<file path="src/rtl/wert_pkg.sv">
// shared widths, constants and types for the worst error ratio selector
package wert_pkg;

   localparam int CODE_W     = 9;
   localparam int COUNT_IN_W = 16;
   localparam int RATIO_W    = 15;
   localparam int PCT_W      = 7;
   localparam int OUT_SLOTS  = 5;
   localparam int QBITS      = 15;
   localparam int RATIO_FULL = 25600;

   typedef struct packed {
      logic                wr;
      logic                clr;
      logic [CODE_W-1:0]   code;
      logic [RATIO_W-1:0]  ratio;
   } slot_cmd_type;

endpackage

</file>
<file path="src/rtl/wert_alu.sv">
// shared subtractor used for divider steps and slot compares
module wert_alu #(
   parameter int UW = 18
) (
   input  logic [UW-1:0] a,
   input  logic [UW-1:0] b,
   output logic [UW-1:0] diff,
   output logic          borrow
);

   logic [UW:0] full;

   assign full   = {1'b0, a} - {1'b0, b};
   assign diff   = full[UW-1:0];
   assign borrow = full[UW];

endmodule

</file>
<file path="src/rtl/wert_slots.sv">
// slot register file holding codes and ratios
module wert_slots #(
   parameter int NUM_SLOTS = 5,
   parameter int SIW       = 3
) (
   input  logic                          clock,
   input  logic                          reset,
   input  wert_pkg::slot_cmd_type        cmd,
   input  logic [SIW-1:0]                wr_idx,
   input  logic [SIW-1:0]                rd_idx,
   output logic [wert_pkg::RATIO_W-1:0]  rd_ratio,
   output logic [wert_pkg::CODE_W-1:0]   codes  [NUM_SLOTS],
   output logic [wert_pkg::RATIO_W-1:0]  ratios [NUM_SLOTS]
);

   import wert_pkg::*;

   logic [CODE_W-1:0]  code_ff  [NUM_SLOTS];
   logic [RATIO_W-1:0] ratio_ff [NUM_SLOTS];

   always_ff @(posedge clock) begin
      if (reset || cmd.clr) begin
         for (int i = 0; i < NUM_SLOTS; i++) begin
            code_ff[i]  <= '0;
            ratio_ff[i] <= '0;
         end
      end else if (cmd.wr) begin
         code_ff[wr_idx]  <= cmd.code;
         ratio_ff[wr_idx] <= cmd.ratio;
      end
   end

   assign rd_ratio = ratio_ff[rd_idx];
   assign codes    = code_ff;
   assign ratios   = ratio_ff;

endmodule

</file>
<file path="src/rtl/worst_error_ratio_top_five_core.sv">
// top level: keeps the slots with the worst error ratios and reports them
//
// Each item carries a character code with its error and ok counts. The error ratio,
// floor(error * 25600 / (ok + error)) in Q7.8 percent, is worked out by a restoring
// divider that produces one quotient bit per cycle through a single shared subtractor;
// the same subtractor then scans the slots one per cycle for the first smallest ratio
// below 100 percent and does the final replace compare. busy is high after start is
// taken, through the divide, scan and update states, and on an item marked last_char
// also through the output state. For a last-marked item the five slot codes
// and whole percents appear for exactly one cycle with rsp_valid high, then all slots
// clear. The receiver cannot stall: a result must be taken in the cycle it is shown.
module worst_error_ratio_top_five_core #(
   parameter int NUM_SLOTS  = 5,
   parameter int COUNT_BITS = 16
) (
   input  logic                                clock,
   input  logic                                reset,
   input  logic                                start,
   output logic                                busy,
   input  logic [wert_pkg::CODE_W-1:0]         req_char_code,
   input  logic [wert_pkg::COUNT_IN_W-1:0]     req_error_count,
   input  logic [wert_pkg::COUNT_IN_W-1:0]     req_ok_count,
   input  logic                                req_last_char,
   output logic                                rsp_valid,
   output logic [wert_pkg::CODE_W-1:0]         rsp_slot0_char,
   output logic [wert_pkg::CODE_W-1:0]         rsp_slot1_char,
   output logic [wert_pkg::CODE_W-1:0]         rsp_slot2_char,
   output logic [wert_pkg::CODE_W-1:0]         rsp_slot3_char,
   output logic [wert_pkg::CODE_W-1:0]         rsp_slot4_char,
   output logic [wert_pkg::PCT_W-1:0]          rsp_slot0_percent,
   output logic [wert_pkg::PCT_W-1:0]          rsp_slot1_percent,
   output logic [wert_pkg::PCT_W-1:0]          rsp_slot2_percent,
   output logic [wert_pkg::PCT_W-1:0]          rsp_slot3_percent,
   output logic [wert_pkg::PCT_W-1:0]          rsp_slot4_percent
);

   import wert_pkg::*;

   localparam int CW  = (COUNT_BITS < COUNT_IN_W) ? COUNT_BITS : COUNT_IN_W;
   localparam int DW  = CW + QBITS;
   localparam int UW  = (CW + 2 > RATIO_W + 1) ? CW + 2 : RATIO_W + 1;
   localparam int SIW = (NUM_SLOTS > 1) ? $clog2(NUM_SLOTS) : 1;
   localparam int QCW = $clog2(QBITS);
   localparam logic [COUNT_IN_W-1:0] CMAX = COUNT_IN_W'((1 << CW) - 1);

   localparam logic [2:0] ST_IDLE = 3'd0;
   localparam logic [2:0] ST_DIV  = 3'd1;
   localparam logic [2:0] ST_SCAN = 3'd2;
   localparam logic [2:0] ST_UPD  = 3'd3;
   localparam logic [2:0] ST_OUT  = 3'd4;

   logic [2:0]         state_ff, state_in;
   logic [QCW-1:0]     div_cnt_ff, div_cnt_in;
   logic [SIW-1:0]     slot_cnt_ff, slot_cnt_in;
   logic [SIW-1:0]     pos_ff, pos_in;
   logic [CODE_W-1:0]  code_ff, code_in;
   logic               last_ff, last_in;
   logic               zero_ff, zero_in;
   logic [QBITS-1:0]   num_ff, num_in;
   logic [CW:0]        rem_ff, rem_in;
   logic [CW:0]        den_ff, den_in;
   logic [RATIO_W-1:0] quo_ff, quo_in;
   logic [RATIO_W-1:0] best_ff, best_in;

   logic [CW-1:0]      err_sat, ok_sat;
   logic [DW-1:0]      prod;
   logic [CW+1:0]      trial;
   logic [RATIO_W-1:0] ratio_eff;
   logic [UW-1:0]      alu_a, alu_b, alu_diff;
   logic               alu_borrow;

   slot_cmd_type       cmd;
   logic [SIW-1:0]     wr_idx;
   logic [RATIO_W-1:0] rd_ratio;
   logic [CODE_W-1:0]  codes  [NUM_SLOTS];
   logic [RATIO_W-1:0] ratios [NUM_SLOTS];
   logic [CODE_W-1:0]  out_code [OUT_SLOTS];
   logic [PCT_W-1:0]   out_pct  [OUT_SLOTS];

   wert_alu #(.UW(UW)) u_alu (
      .a      (alu_a),
      .b      (alu_b),
      .diff   (alu_diff),
      .borrow (alu_borrow)
   );

   wert_slots #(.NUM_SLOTS(NUM_SLOTS), .SIW(SIW)) u_slots (
      .clock    (clock),
      .reset    (reset),
      .cmd      (cmd),
      .wr_idx   (wr_idx),
      .rd_idx   (slot_cnt_ff),
      .rd_ratio (rd_ratio),
      .codes    (codes),
      .ratios   (ratios)
   );

   assign err_sat   = (req_error_count > CMAX) ? CMAX[CW-1:0] : req_error_count[CW-1:0];
   assign ok_sat    = (req_ok_count > CMAX) ? CMAX[CW-1:0] : req_ok_count[CW-1:0];
   assign prod      = DW'(err_sat) * DW'(RATIO_FULL);
   assign trial     = {rem_ff, num_ff[QBITS-1]};
   assign ratio_eff = zero_ff ? '0 : quo_ff;

   always_comb begin
      state_in    = state_ff;
      div_cnt_in  = div_cnt_ff;
      slot_cnt_in = slot_cnt_ff;
      pos_in      = pos_ff;
      code_in     = code_ff;
      last_in     = last_ff;
      zero_in     = zero_ff;
      num_in      = num_ff;
      rem_in      = rem_ff;
      den_in      = den_ff;
      quo_in      = quo_ff;
      best_in     = best_ff;
      alu_a       = '0;
      alu_b       = '0;
      cmd         = '0;
      cmd.code    = code_ff;
      cmd.ratio   = ratio_eff;
      wr_idx      = pos_ff;
      case (state_ff)
         ST_IDLE: begin
            if (start) begin
               code_in    = req_char_code;
               last_in    = req_last_char;
               // the quotient fits 15 bits, so the top part already sits below the divisor
               rem_in     = (CW+1)'(prod[DW-1:QBITS]);
               num_in     = prod[QBITS-1:0];
               den_in     = {1'b0, err_sat} + {1'b0, ok_sat};
               zero_in    = (den_in == '0);
               quo_in     = '0;
               div_cnt_in = '0;
               state_in   = ST_DIV;
            end
         end
         ST_DIV: begin
            alu_a  = UW'(trial);
            alu_b  = UW'(den_ff);
            num_in = {num_ff[QBITS-2:0], 1'b0};
            if (!alu_borrow) begin
               rem_in = alu_diff[CW:0];
               quo_in = {quo_ff[RATIO_W-2:0], 1'b1};
            end else begin
               rem_in = trial[CW:0];
               quo_in = {quo_ff[RATIO_W-2:0], 1'b0};
            end
            if (div_cnt_ff == QCW'(QBITS - 1)) begin
               slot_cnt_in = '0;
               pos_in      = '0;
               best_in     = RATIO_W'(RATIO_FULL);
               state_in    = ST_SCAN;
            end else begin
               div_cnt_in = div_cnt_ff + 1'b1;
            end
         end
         ST_SCAN: begin
            // strict less keeps the first of equal minima
            alu_a = UW'(rd_ratio);
            alu_b = UW'(best_ff);
            if (alu_borrow) begin
               best_in = rd_ratio;
               pos_in  = slot_cnt_ff;
            end
            if (slot_cnt_ff == SIW'(NUM_SLOTS - 1)) begin
               state_in = ST_UPD;
            end else begin
               slot_cnt_in = slot_cnt_ff + 1'b1;
            end
         end
         ST_UPD: begin
            alu_a  = UW'(best_ff);
            alu_b  = UW'(ratio_eff);
            cmd.wr = alu_borrow;
            state_in = last_ff ? ST_OUT : ST_IDLE;
         end
         ST_OUT: begin
            cmd.clr  = 1'b1;
            state_in = ST_IDLE;
         end
         default: begin
            state_in = ST_IDLE;
         end
      endcase
   end

   always_ff @(posedge clock) begin
      if (reset) begin
         state_ff <= ST_IDLE;
      end else begin
         state_ff <= state_in;
      end
   end

   always_ff @(posedge clock) begin
      div_cnt_ff  <= div_cnt_in;
      slot_cnt_ff <= slot_cnt_in;
      pos_ff      <= pos_in;
      code_ff     <= code_in;
      last_ff     <= last_in;
      zero_ff     <= zero_in;
      num_ff      <= num_in;
      rem_ff      <= rem_in;
      den_ff      <= den_in;
      quo_ff      <= quo_in;
      best_ff     <= best_in;
   end

   // missing slots report zero
   for (genvar j = 0; j < OUT_SLOTS; j++) begin : g_out
      if (j < NUM_SLOTS) begin : g_have
         assign out_code[j] = codes[j];
         assign out_pct[j]  = ratios[j][RATIO_W-1:RATIO_W-PCT_W];
      end else begin : g_none
         assign out_code[j] = '0;
         assign out_pct[j]  = '0;
      end
   end

   assign busy      = (state_ff != ST_IDLE);
   assign rsp_valid = (state_ff == ST_OUT);

   assign rsp_slot0_char    = out_code[0];
   assign rsp_slot1_char    = out_code[1];
   assign rsp_slot2_char    = out_code[2];
   assign rsp_slot3_char    = out_code[3];
   assign rsp_slot4_char    = out_code[4];
   assign rsp_slot0_percent = out_pct[0];
   assign rsp_slot1_percent = out_pct[1];
   assign rsp_slot2_percent = out_pct[2];
   assign rsp_slot3_percent = out_pct[3];
   assign rsp_slot4_percent = out_pct[4];

endmodule
</file>
<file path="config.mk">
export PLATFORM = sky130hd
export DESIGN_NAME = worst_error_ratio_top_five_core
export DESIGN_NICKNAME = d
export VERILOG_FILES = /design/src/rtl/wert_pkg.sv /design/src/rtl/wert_alu.sv /design/src/rtl/wert_slots.sv /design/src/rtl/worst_error_ratio_top_five_core.sv
export SDC_FILE = /design/constraint.sdc
export NUM_CORES = 1
export LEC_CHECK = 0
export BUFFER_PORTS_ARGS = -buffer_cell sky130_fd_sc_hd__buf_2
export CAP_MARGIN = 10
export CORE_MARGIN = 2
export CORE_UTILIZATION = 45
export CTS_CLUSTER_DIAMETER = 60
export DETAILED_ROUTE_END_ITERATION = 12
export PLACE_DENSITY_LB_ADDON = 0.05
export SYNTH_ARGS = -nofsm -noshare
export SYNTH_HDL_FRONTEND = slang
export SYNTH_SLANG_ARGS = --single-unit
</file>
<file path="constraint.sdc">
create_clock -name clock -period 4.3 [get_ports clock]
set_clock_uncertainty 0.1 [all_clocks]
set_input_delay 0.86 -clock clock [delete_from_list [all_inputs] [get_ports clock]]
set_output_delay 0.86 -clock clock [all_outputs]
set_load 0.05 [all_outputs]
</file>
# Yosys cells after proc, flatten, opt, wreduce, memory -nomap -nowiden
# Index checks and enable logic that the tools add are counted.
# totals
out_inout_bits	82
reg_bits	223
# classes
multipliers	1
order_cmp	5
bitwise	2
n_eq_ne	12
reduce_logical	13
mux	40
n_addsub	4
# ops
operator	count
2-to-1 mux 15 bit	8
case mux 15 bit (2 select lines)	3
bitwise mux 75 bit	1
case mux 18 bit (3 select lines)	1
case mux 17 bit (3 select lines)	1
binary-select mux 15 bit (select 3 bit)	1
bitwise mux 45 bit	1
demux 15 bit (select 3 bit)	1
2-to-1 mux 17 bit	2
case mux 17 bit (2 select lines)	1
greater-than comparator 16 bit (second input constant)	2
2-to-1 mux 16 bit	2
demux 9 bit (select 3 bit)	1
multiplier 16 x 5 -> 21 bit (second input constant)	1
2-to-1 mux 3 bit	7
subtractor 18 x 17 -> 19 bit	1
adder 16 x 16 -> 17 bit	1
zero test 17 bit	1
case mux 3 bit (2 select lines)	2
case mux 3 bit (4 select lines)	1
AND reduction 3 bit	4
!= test 2 bit (second input constant)	5
2-to-1 mux 9 bit	1
greater-or-equal comparator 4 bit (second input constant)	2
18 further kinds	26

# Logic depth before layout (Yosys ltp)
# logic_depth
word_depth	8
depth_mapped	20
depth_no_buf	15

# Cells and area by module
# From an unflattened synthesis, not the netlist that was laid out.
# hier_totals
hier_cells	1362
hier_area_um2	12490.7
# by_module_without_submodules
module	cells_each	instances	area_each_um2
worst_error_ratio_top_five_core	645	1	6716.4
wert_slots	604	1	4944.7
wert_alu	113	1	829.5

# Worst setup path before layout
# Ideal clock, no wire load.
# synth_path
kind	register to register
from	reg slot_cnt_ff[0]
to	reg best_ff[0], enable pin
path_buffers	3
period_less_slack_ns	4.692
setup_slack_ns	-0.392
t_arrival_ns	4.199
path_stages_with_launch	17
setup_ns	0.392
cell_sequence	edfxtp_1 buf_1 mux4_2 a22oi_1 nor2_1 a221oi_1 ha_1 fa_1 nor2b_1 o31a_1 o21bai_2 a21oi_1 o31ai_2 buf_4 buf_2 a21oi_1 nor2_1
# synth_via
elab_chain_cells	8
# synth_lines
element	line_no	rtl
start, declared	worst_error_ratio_top_five_core.sv:54	logic [SIW-1:0] slot_cnt_ff, slot_cnt_in;
start signal, assigned	worst_error_ratio_top_five_core.sv:198	slot_cnt_ff <= slot_cnt_in;
inverter 3 -> 4 bit (implied by the code)	wert_slots.sv:33	assign rd_ratio = ratio_ff[rd_idx];
binary-select mux 15 bit (select 3 bit)	wert_slots.sv:33	
2-to-1 mux 15 bit (implied by the code) (2 in a row)	wert_slots.sv:33	
case mux 18 bit (3 select lines)	worst_error_ratio_top_five_core.sv:123	case (state_ff)
subtractor 18 x 17 -> 19 bit	wert_alu.sv:13	assign full = {1'b0, a} - {1'b0, b};
!= test 2 x 1 -> 1 bit (no source line)	n/a	
AND reduction 3 bit (no source line)	n/a	
end signal, assigned	worst_error_ratio_top_five_core.sv:207	best_ff <= best_in;
end, declared	worst_error_ratio_top_five_core.sv:63	logic [RATIO_W-1:0] best_ff, best_in;
# Every way passes these cells. The select of a mux whose other input is x is not followed.
# A chain may end at the register's enable or synchronous reset.

# Worst setup path in the final report
# layout_path
from	reg slot_cnt_ff[0]
to	reg u_slots.ratio_ff, in the netlist u_slots.ratios[31]
# layout_via
elab_chain_cells	7
# layout_lines
element	line_no	rtl
inverter 3 -> 4 bit (implied by the code)	wert_slots.sv:33	
binary-select mux 15 bit (select 3 bit)	wert_slots.sv:33	
2-to-1 mux 15 bit (implied by the code) (2 in a row)	wert_slots.sv:33	
case mux 18 bit (3 select lines)	worst_error_ratio_top_five_core.sv:123	
subtractor 18 x 17 -> 19 bit	wert_alu.sv:13	
2-to-1 mux 1 bit	worst_error_ratio_top_five_core.sv:123	
end signal, assigned by index	wert_slots.sv:29	ratio_ff[wr_idx] <= cmd.ratio;
end, declared	wert_slots.sv:19	logic [RATIO_W-1:0] ratio_ff [NUM_SLOTS];
# Every way passes these cells. The select of a mux whose other input is x is not followed.

==> results.cfg <==
[routing]
first_pass_iters = 5
detail-route-antenna-nets = 0
vias = 9587
viasPerCell = 5.42
drc = 0
wl_per_cell_um = 18.2
finalWirelength_um = 32200
drt_iter0_drc = 546

[floorplanning]
num_rows = 60
fp.dieH_um = 170
dieArea_mm2 = 0.0289
ioPinCount = 127
start_util = 0.459
fp.dieW_um = 170
core_region_area_mm2 = 0.0270

[global_route]
antenna_found_initial = 0
overflow = 0
grt_pass1_wl_um = 51100
grt_max_degree = 74
track_usage = 0.221
grt_pass1_vias = 9337

[power]
powerDensity_mw_per_mm2 = 523
p_leak_nw = 6.77
vdd_ir_drop_max_uv = 253
p_total_mw = 7.70

[finish]
syn2layout_area_growth_pct = 18.6
nets = 1558
drive_gt1_frac = 0.230
n_antenna_cell = 0
fin_cells = 1769
final_util = 0.544
final_area_mm2 = 0.0147

[cts]
htree_levels = 1
root_buffer = clkbuf_16
cts_buffers = 23
clk_latency_ns = 0.51
cts_hold_buf = 0
cts.sinks = 213
clockBufferDepth = 3
cts_tree = built
clk_pin_slew_ns = 0.06

[setup_path]
cp.arrival_ns = 4.42
ff2ff_setup_slack_ns = 0.14
rr_worst_depth = 17
critPathRequiredTime_ns = 4.56
cp-endpoint = u_slots.ratios[31]$_SDFFE_PP0P_
critPathKind = register to register
end_kind = register
r2r-start = slot_cnt_ff[0]$_SDFFCE_PP0P_
critPathMaxFanout = 11
startpoint_type = register
reg2reg_to = u_slots.ratios[31]$_SDFFE_PP0P_
worstSetupStartpoint = slot_cnt_ff[0]$_SDFFCE_PP0P_

[logic_synthesis]
synthFlopType = dfxtp_1
async_flop_share = 0
synth-edff-count = 90
syn_inst = 1268
synth_seq_cells = 213
synth.top_cell.area_share = 0.218
netlist_top_cells_area = edfxtp_1 (22%), dfxtp_1 (20%), ha_1 (9.0%), mux2i_1 (6.6%), nand2_1 (4.1%)
yosysTopAreaCell = edfxtp_1
synthesis.nets = 1415
ys_warn_count = 0
seq_area_frac_synth = 0.416
yosys.cell_types.count = 68
syn_avg_cell_area_um2 = 9.78
syn_area_mm2 = 0.0124

[sta]
hold_viol = 0
worst_pin_slew_ns = 0.987
tns_ns = 0
slew_headroom = 0.342
fmax_ghz = 0.241
fin_crit_sh = 0.967
setup_viol = 0
post-route-min-period_ns = 4.16
drv_slew = 0

[placed_design]
post-dp-hpwl_um = 23600
post_dp_cell_area_mm2 = 0.0137
place.gp.congestion = 0.852
dp.cells = 1719
portBuffers = 126

[job]
drv_cap = 0

[min_path]
hold_class = register to register

[run_status]
status = complete, no violations
==> layer usage <==
layer,part of all wire,global-route usage,wire length (µm)
met1,0.46,0.296,14900
met2,0.48,0.387,15500
met3,0.036,0.0223,1160
met4,0.020,0.0513,643
met5,0,0,0
==> worst min-delay path by stage <==
stage          slack (ns)                       startpoint  depth (start not counted)                         endpoint
2_1_floorplan        0.33  u_slots.ratios[60]$_SDFFE_PP0P_                          2  u_slots.ratios[60]$_SDFFE_PP0P_
3_3_place_gp         0.34  u_slots.ratios[62]$_SDFFE_PP0P_                          2  u_slots.ratios[62]$_SDFFE_PP0P_
3_5_place_dp         0.34  u_slots.ratios[18]$_SDFFE_PP0P_                          2  u_slots.ratios[18]$_SDFFE_PP0P_
4_1_cts              0.35   u_slots.codes[37]$_SDFFE_PP0P_                          2   u_slots.codes[37]$_SDFFE_PP0P_
5_1_grt              0.36  u_slots.ratios[21]$_SDFFE_PP0P_                          2  u_slots.ratios[21]$_SDFFE_PP0P_
6_report             0.35   u_slots.codes[42]$_SDFFE_PP0P_                          2   u_slots.codes[42]$_SDFFE_PP0P_
==> worst max-delay path, stage by stage, from the launching register on <==
cell and delay (ns):
edfxtp_1 0.40, buf_12 0.17, buf_12 0.12, mux4_2 0.52
a22oi_1 0.19, nor2_1 0.12, a221o_1 0.28, ha_1 0.33
a21o_1 0.25, a21oi_4 0.21, a21oi_4 0.10, o31ai_4 0.36
buf_12 0.18, nand4b_1 0.11, buf_4 0.18, buf_6 0.16
mux2i_1 0.16, nor2_1 0.05
==> flip-flops by register name, summed over array words and instances (netlist names), 5 cells and up <==
signal          flops
den_ff             17
u_slots.codes      45
code_ff             9
best_ff            15
num_ff              5
rem_ff             17
u_slots.ratios     75
quo_ff             15
==> synth_stat cells (5+ instances only) <==
cell type / count
a211oi_1: 14
a21o_1: 17
a21oi_1: 83
a221o_1: 12
a22oi_1: 29
and3_1: 20
buf_2: 9
buf_4: 40
clkbuf_1: 43
dfxtp_1: 123
edfxtp_1: 90
fa_1: 13
ha_1: 89
inv_1: 66
mux2_2: 15
mux2i_1: 82
mux4_2: 12
nand2_1: 137
nand2b_1: 8
nand3_1: 6
nor2_1: 130
nor2b_1: 24
nor3_1: 17
o21a_1: 15
o21ai_0: 38
o31a_1: 5
or2_2: 18
xnor2_1: 23
xor2_1: 14
==> logic make-up (layout without fill, tap and decap cells) <==
logic type               Yosys count  after routing  share of synthesized area
multiplexers                     109            109                      0.102
adder cells (fa/ha/maj)          102            102                      0.111
buffers and inverters            165            325                     0.0654
AO/OA/AOI/OAI                    254            254                      0.136
AND/OR/NAND/NOR                  388            388                      0.144
XOR/XNOR                          37             37                     0.0261
flip-flops                       213            213                      0.416
==> power breakdown <==
group	total (mW)	internal (mW)	leakage (nW)	switching, mW
clock	2.15	1.31	0.418	0.840
sequential	2.62	2.45	1.87	0.169
combinational	2.93	1.31	4.48	1.62
total	7.70	5.07	6.77	2.63
==> metrics by stage <==
stage          setup slack [ns]  hold slack [ns]
2_1_floorplan            0.0879            0.329
3_3_place_gp            -0.0595            0.337
3_5_place_dp            -0.0651            0.344
4_1_cts                -0.00118            0.352
5_1_grt                 -0.0306            0.364
6_report                  0.143            0.351
==> cell usage in the layout, fill, tap and decap left out, drive strengths merged, types with 3 or more instances in the layout <==
cell,synthesis,final
mux4,12,12
clkbuf,43,31
nor3,17,17
mux2i,82,82
and3,20,20
xnor2,23,23
o31ai,3,3
nand2b,8,8
or2,19,19
a21oi,83,83
a31oi,4,4
a221o,12,12
o31a,5,5
fa,13,13
nand3,7,7
ha,89,89
edfxtp,90,90
a22oi,29,29
and2,3,3
dfxtp,123,123
a211oi,14,14
a2111oi,3,3
nor2,131,131
nor2b,24,24
o21ai,38,38
mux2,15,15
or3,4,4
a211o,3,3
inv,66,70
nor4,5,5
nand4,4,4
buf,56,217
o21a,15,15
nand4b,3,3
nand2,137,137
xor2,14,14
a21o,17,17
o21bai,4,4
clkinv,0,5
==> timing repair <==
action	in CTS	in global routing
gates cloned	0	1
gates resized for setup	0	26
setup endpoints to repair	35	152
buffers inserted	0	7
pin swaps	1	3
==> cell type report <==
type,instances,area (µm²)
Multi-Input combinational cell,890,6550
Fill cell,2542,12300
Timing Repair Buffer,217,1480
Clock inverter,11,118
Tap cell,341,427
Clock buffer,31,721
Inverter,66,248
Sequential cell,213,5160
Power figures use the tool's default switching activity.
